File: config.mk
export PLATFORM = sky130hd
export DESIGN_NAME = icf_div_stage
export DESIGN_NICKNAME = d
export VERILOG_FILES = /design/src/sv/icf_pkg.sv /design/src/sv/icf_div_stage.sv
export SDC_FILE = /design/constraint.sdc
export NUM_CORES = 1
export LEC_CHECK = 0
export BUFFER_PORTS_ARGS = -buffer_cell sky130_fd_sc_hd__buf_2
export CORE_MARGIN = 5
export CORE_UTILIZATION = 23
export DETAILED_ROUTE_END_ITERATION = 16
export PLACE_DENSITY = 0.54
export SETUP_SLACK_MARGIN = 0.4
export SLEW_MARGIN = 25
export SYNTH_ARGS = -nofsm -noshare
export SYNTH_HDL_FRONTEND = slang
export SYNTH_SLANG_ARGS = --single-unit
File: constraint.sdc
create_clock -name clk -period 0.89 [get_ports clk]
set_input_delay 0 -clock clk [delete_from_list [all_inputs] [get_ports clk]]
set_output_delay 0 -clock clk [all_outputs]
set_load 0.02 [all_outputs]
File: src/sv/icf_pkg.sv
// shared types and constants for the constant-fold integer alu
// no dependencies

package icf_pkg;

	localparam int unsigned DATA_WIDTH = 32;
	localparam int unsigned OP_WIDTH   = 4;

	typedef enum logic [OP_WIDTH-1:0] {
		OP_ADD  = 4'd0,
		OP_SUB  = 4'd1,
		OP_MUL  = 4'd2,
		OP_AND  = 4'd3,
		OP_OR   = 4'd4,
		OP_XOR  = 4'd5,
		OP_SHL  = 4'd6,
		OP_SHR  = 4'd7,
		OP_SAR  = 4'd8,
		OP_ROR  = 4'd9,
		OP_DIV  = 4'd10,
		OP_UDIV = 4'd11,
		OP_SMOD = 4'd12,
		OP_UMOD = 4'd13
	} op_t;

	// control that travels with an item down the pipe
	typedef struct packed {
		logic valid;
		logic ok;
		logic is_div;
		logic want_rem;
		logic neg;
	} ctl_t;

endpackage

File: src/sv/icf_div_stage.sv
// one restoring-division stage: one quotient bit per stage
// depends on icf_pkg

module icf_div_stage #(
	parameter int unsigned W = icf_pkg::DATA_WIDTH
) (
	input  logic           clk,
	input  logic           arst_n,
	input  logic           adv,
	input  icf_pkg::ctl_t  ctl_i,
	input  logic [W-1:0]   simple_i,
	input  logic [W-1:0]   rem_i,
	input  logic [W-1:0]   quo_i,
	input  logic [W-1:0]   dsr_i,
	output icf_pkg::ctl_t  ctl_o,
	output logic [W-1:0]   simple_o,
	output logic [W-1:0]   rem_o,
	output logic [W-1:0]   quo_o,
	output logic [W-1:0]   dsr_o
);
	logic [W:0] trial;
	logic [W:0] diff;
	logic       ge;

	always_comb begin
		trial = {rem_i, quo_i[W-1]};
		diff  = trial - {1'b0, dsr_i};
		// borrow out of the trial subtract means the divisor did not fit
		ge    = !diff[W];
	end

	always_ff @(posedge clk or negedge arst_n) begin
		if (!arst_n) begin
			ctl_o <= '0;
		end else if (adv) begin
			ctl_o <= ctl_i;
		end
	end

	always_ff @(posedge clk) begin
		if (adv) begin
			simple_o <= simple_i;
			rem_o    <= ge ? diff[W-1:0] : trial[W-1:0];
			quo_o    <= {quo_i[W-2:0], ge};
			dsr_o    <= dsr_i;
		end
	end
endmodule

After elaboration in Yosys (flattened, before gate mapping):

Cells that the tools add are included.

* word-level logic and storage cells: 12
* bits in registers: 133
* ROM bits: 0
* latch bits: 0
* bits of input ports: 136
* output and inout bits: 133
* memory bits (writable): 0
* memories kept: 0

* muxes and demuxes: 1
* equal/unequal tests: 0
* $mul: 0
* reduce and logical (&&, ||, !) cells: 1
* shifts and indexed selects: 0
* divide/modulo/power cells: 0
* order comparisons: 0
* bitwise logic cells: 0
* $add $sub $neg: 1

Operator list (number)
* $sub A33 B32 Y33: 1
* $mux W32: 1
* $logic_not A1 Y1: 1

Depth between registers and ports, before layout:

* depth in word-level cells: 2
* depth in mapped cells: 12
* depth with buffers taken out: 11

Least setup slack after synthesis:

OpenSTA, ideal clock, no wires.

* kind: input to register
* start: input port quo_i[31]
* end: register rem_o[10] (data pin)
* slack: -1.839 ns
* required time: 0.630 ns
* setup time: 0.260 ns
* path buffers: 1
* data arrival time: 2.468 ns
* stages on the path: 12
* cells stage by stage: inv_1 > ha_1 > fa_1 > nand2b_1 > a21o_1 > a2111o_1 > a21oi_2 > o31a_2 > mux2i_1 > nor2_4 > buf_12 > mux2_4

* word-level cells in the longest chain between the ends: 2

Ends and longest elaborated chain
* start, declared: RTL line icf_div_stage.sv:13 `input logic [W-1:0] quo_i,`
* $sub A33 B32 Y33: RTL line icf_div_stage.sv:27 `diff = trial - {1'b0, dsr_i};`
* $mux W32: RTL line icf_div_stage.sv:43 `rem_o <= ge ? diff[W-1:0] : trial[W-1:0];`
* end signal, assigned: RTL line icf_div_stage.sv:43
* end, declared: RTL line icf_div_stage.sv:17 `output logic [W-1:0] rem_o,`

No other way between the ends.
A chain may end at the register's enable or synchronous reset.

Worst setup path after layout:

* start: input port quo_i[31]
* end: register rem_o[19] (data pin)

Same word-level chain as after synthesis.

==> impl_metrics.csv <==
group,metric,value,unit
outcome,status,"complete, but fails checks",
outcome,violations,"hold timing, setup timing",
synthesis,synth-edff-count,128,
detailed_routing,vias,5790,
detailed_routing,avgViaCountPerCell,4.18,
power,power_density,1800,nW/um^2
clock_network,cts_tree,"built",
worst_setup_path,cp_max_fo,13,
final_layout,antenna_cells,0,
clock_network,clockBufferDepth,2,
worst_setup_path,path_cells,"buf_8, inv_12, ha_4, fa_2, nand2b_4, a21o_1, a2111o_1, a21oi_2, o31a_2, mux2i_2, nor2_4, buf_12, mux2_4",
final_layout,mostFrequentLayoutCells,"buf_2, buf_4, edfxtp_1",
sta,max_freq,417,MHz
placement,io_buffers,268,
sta,drv_slew,0,
global_route,grt_pass1_wl,32.2,mm
clock_network,cts-htree-levels,4,
power,p_leak,5.40,nW
sta,fin_crit,2400,ps
clock_network,clkTransAtPathRegs,60,ps
floorplan,core_area,28000,sq um
worst_setup_path,path_delay_family,"compound AO/OA/AOI/OAI gates",
worst_setup_path,setup.worst_path.start,"quo_i[31]",
synthesis,synth_area,6570,sq um
job,maxCapViolCount,0,
global_route,grt_use_total,0.133,
worst_setup_path,startpoint_type,"input port",
worst_setup_path,cp.required,1050,ps
floorplan,fp.dieH,179,microns
detailed_routing,wl,22.8,mm
detailed_routing,wl_met2,11.5,mm
floorplan,dieArea,32100,sq um
sta,timing.final.ws_setup,-1510,ps
final_layout,stdcell_count,1386,
detailed_routing,dr.pass1.iters,5,
power,worst_ir_drop_vdd,0.00104,V
placement,dp_cells,1257,
sta,worst-slew-pin-transition,356,ps
sta,rsz0062_at_grt,"true",
clock_network,cts.sinks,133,
worst_setup_path,criticalPathCategory,"in2reg",
floorplan,io_pins,269,
sta,finalSetupViolations,166,
sta,slew_headroom,0.761,
synthesis,syn-mean-instance-area,13.5,sq um
worst_setup_path,critPathArrivalTime,2560,ps
final_layout,finalNetCount,1165,
synthesis,ys_ff_latch,133,
min_path,hp-class,"in2reg",
worst_setup_path,cpPeakStageDelay,400,ps
sta,fin_crit_sh,2.70,
clock_network,cts_buffers,17,
floorplan,rows,61,
floorplan,initial_utilization,0.235,
final_layout,synthToLayoutAreaGrowth,78.4,%
synthesis,synth_warnings,0,
global_route,grt_pass1_vias,5959,
detailed_routing,wl_per_cell,16.5,microns
worst_setup_path,cp_slowest_cell,"a2111o_1",
detailed_routing,route.met3.wl,1.91,mm
worst_setup_path,timing.rr.start,"ctl_o[4]",
synthesis,yosys_most_used_dff,"edfxtp_1",
sta,hold_viol_final,46,
placement,place_congestion,0.816,
global_route,grt_max_degree,43,
sta,finClkSkew,0,ps
global_route,grt.overflow.total,0,
final_layout,layout-drive-gt1-share,0.485,
worst_setup_path,path_buf_inv,3,
detailed_routing,wl_met1,9.04,mm
final_layout,fill_cells,2660,
detailed_routing,highest_layer,"met5",
final_layout,layout_commonest_cell,"buf_2",
global_route,antenna_found_initial,7,
clock_network,cts_root_buf,"clkbuf_16",
min_path,hold_start,"dsr_i[0]",
detailed_routing,ant_nets,0,
synthesis,synthArstFlopShare,0.0376,
synthesis,netlist_instances,486,
floorplan,die_w,179,microns
clock_network,clock_latency,410,ps
detailed_routing,drt_iter0_markers,234,
synthesis,syn-num-nets,655,
synthesis,ys_types,57,
synthesis,ys_seq_area_frac,0.604,
worst_setup_path,setup.worst_path.end_class,"register",
sta,whs,-234,ps
detailed_routing,route.detailed.drc,0,
placement,hpwl,17.2,mm
synthesized netlist by cell type, types with 9 or more instances:
cell type | instances | area (sq um)
nand2_1 | 27 | 101
xor2_1 | 9 | 78.8
inv_1 | 42 | 158
edfxtp_1 | 128 | 3840
mux2_4 | 23 | 345
nand3_1 | 10 | 50.1
xnor2_1 | 15 | 131
a21oi_1 | 33 | 165
a21o_1 | 20 | 150
nor2_1 | 23 | 86.3
ha_1 | 32 | 400
o21ai_0 | 16 | 80.1
cell type report:
cell class              instances  area, sq um  area share
repair buffers                502         4150       0.354
inverters                      42          170      0.0145
flip-flops and latches        133         3980       0.339
well taps                     378          473      0.0403
multi-input cells             300         2360       0.202
clock buffers                  17          425      0.0363
clock inverters                14          165      0.0141
timing repair:
item                                    4_1_cts  5_1_grt
pin swaps                                     1        1
cloned                                        0        0
gates resized for setup                     121      120
endpoints found under the setup margin      171      183
hold endpoints to repair                    136       58
hold buffers                                 89        4
setup buffers                                 3        2
logic make-up (layout without fill, tap and decap cells):
| kind of cell | after synthesis | after routing | synth area share |
|---|---|---|---|
| flops | 133 | 133 | 0.604 |
| compound gates | 108 | 108 | 0.106 |
| simple gates | 97 | 97 | 0.0748 |
| buf+inv | 53 | 575 | 0.0421 |
| mux | 38 | 38 | 0.0769 |
| xor+xnor | 24 | 24 | 0.0320 |
| fa+ha+maj | 33 | 33 | 0.0640 |
per-layer routing:
layer,GRT usage,vias to the layer above
li1,-,2840
met1,0.147,2696
met2,0.243,207
met3,0.0424,33
met4,0.0397,14
met5,0,-
metrics by stage:
stage	util	setup WS, ps	area [sq um]	setup TNS, ps	total power, mW
global route	0.419	-1570	11700	-63930	22.2
finish	0.419	-1510	11700	-55930	21.1
floorplan	-	-1650	6620	-52620	10.6
detailed placement	0.336	-2010	9420	-65000	12.9
global placement	0.336	-1950	9420	-63190	12.9
CTS	0.404	-1510	11300	-58870	21.1
power breakdown:
part	internal, mW	leakage, nW	switching (mW)	total, mW
clock network	4.20	0.278	3.02	7.23
logic	3.20	3.82	2.72	5.92
registers	7.63	1.31	0.286	7.92
path summary, 6_finish.rpt:
| check | to | slack [ps] | depth (start not counted) |
|---|---|---|---|
| worst max-delay path | rem_o[19] | -1510 | 13 |
| worst max register to register | ctl_o[4] | 90 | 1 |
| worst min register to register | ctl_o[1] | 530 | 1 |
| max in group asynchronous | ctl_o[0] | 800 | 2 |
| worst min-delay path | dsr_o[0] | -230 | 1 |
| min in group asynchronous | ctl_o[4] | -50 | 2 |
registers in the layout, indices dropped and copies added (netlist names):
signal / cells
ctl_o: 5
simple_o: 32
quo_o: 32
dsr_o: 32
rem_o: 32
No activity file was read; power rests on OpenSTA's default activity.
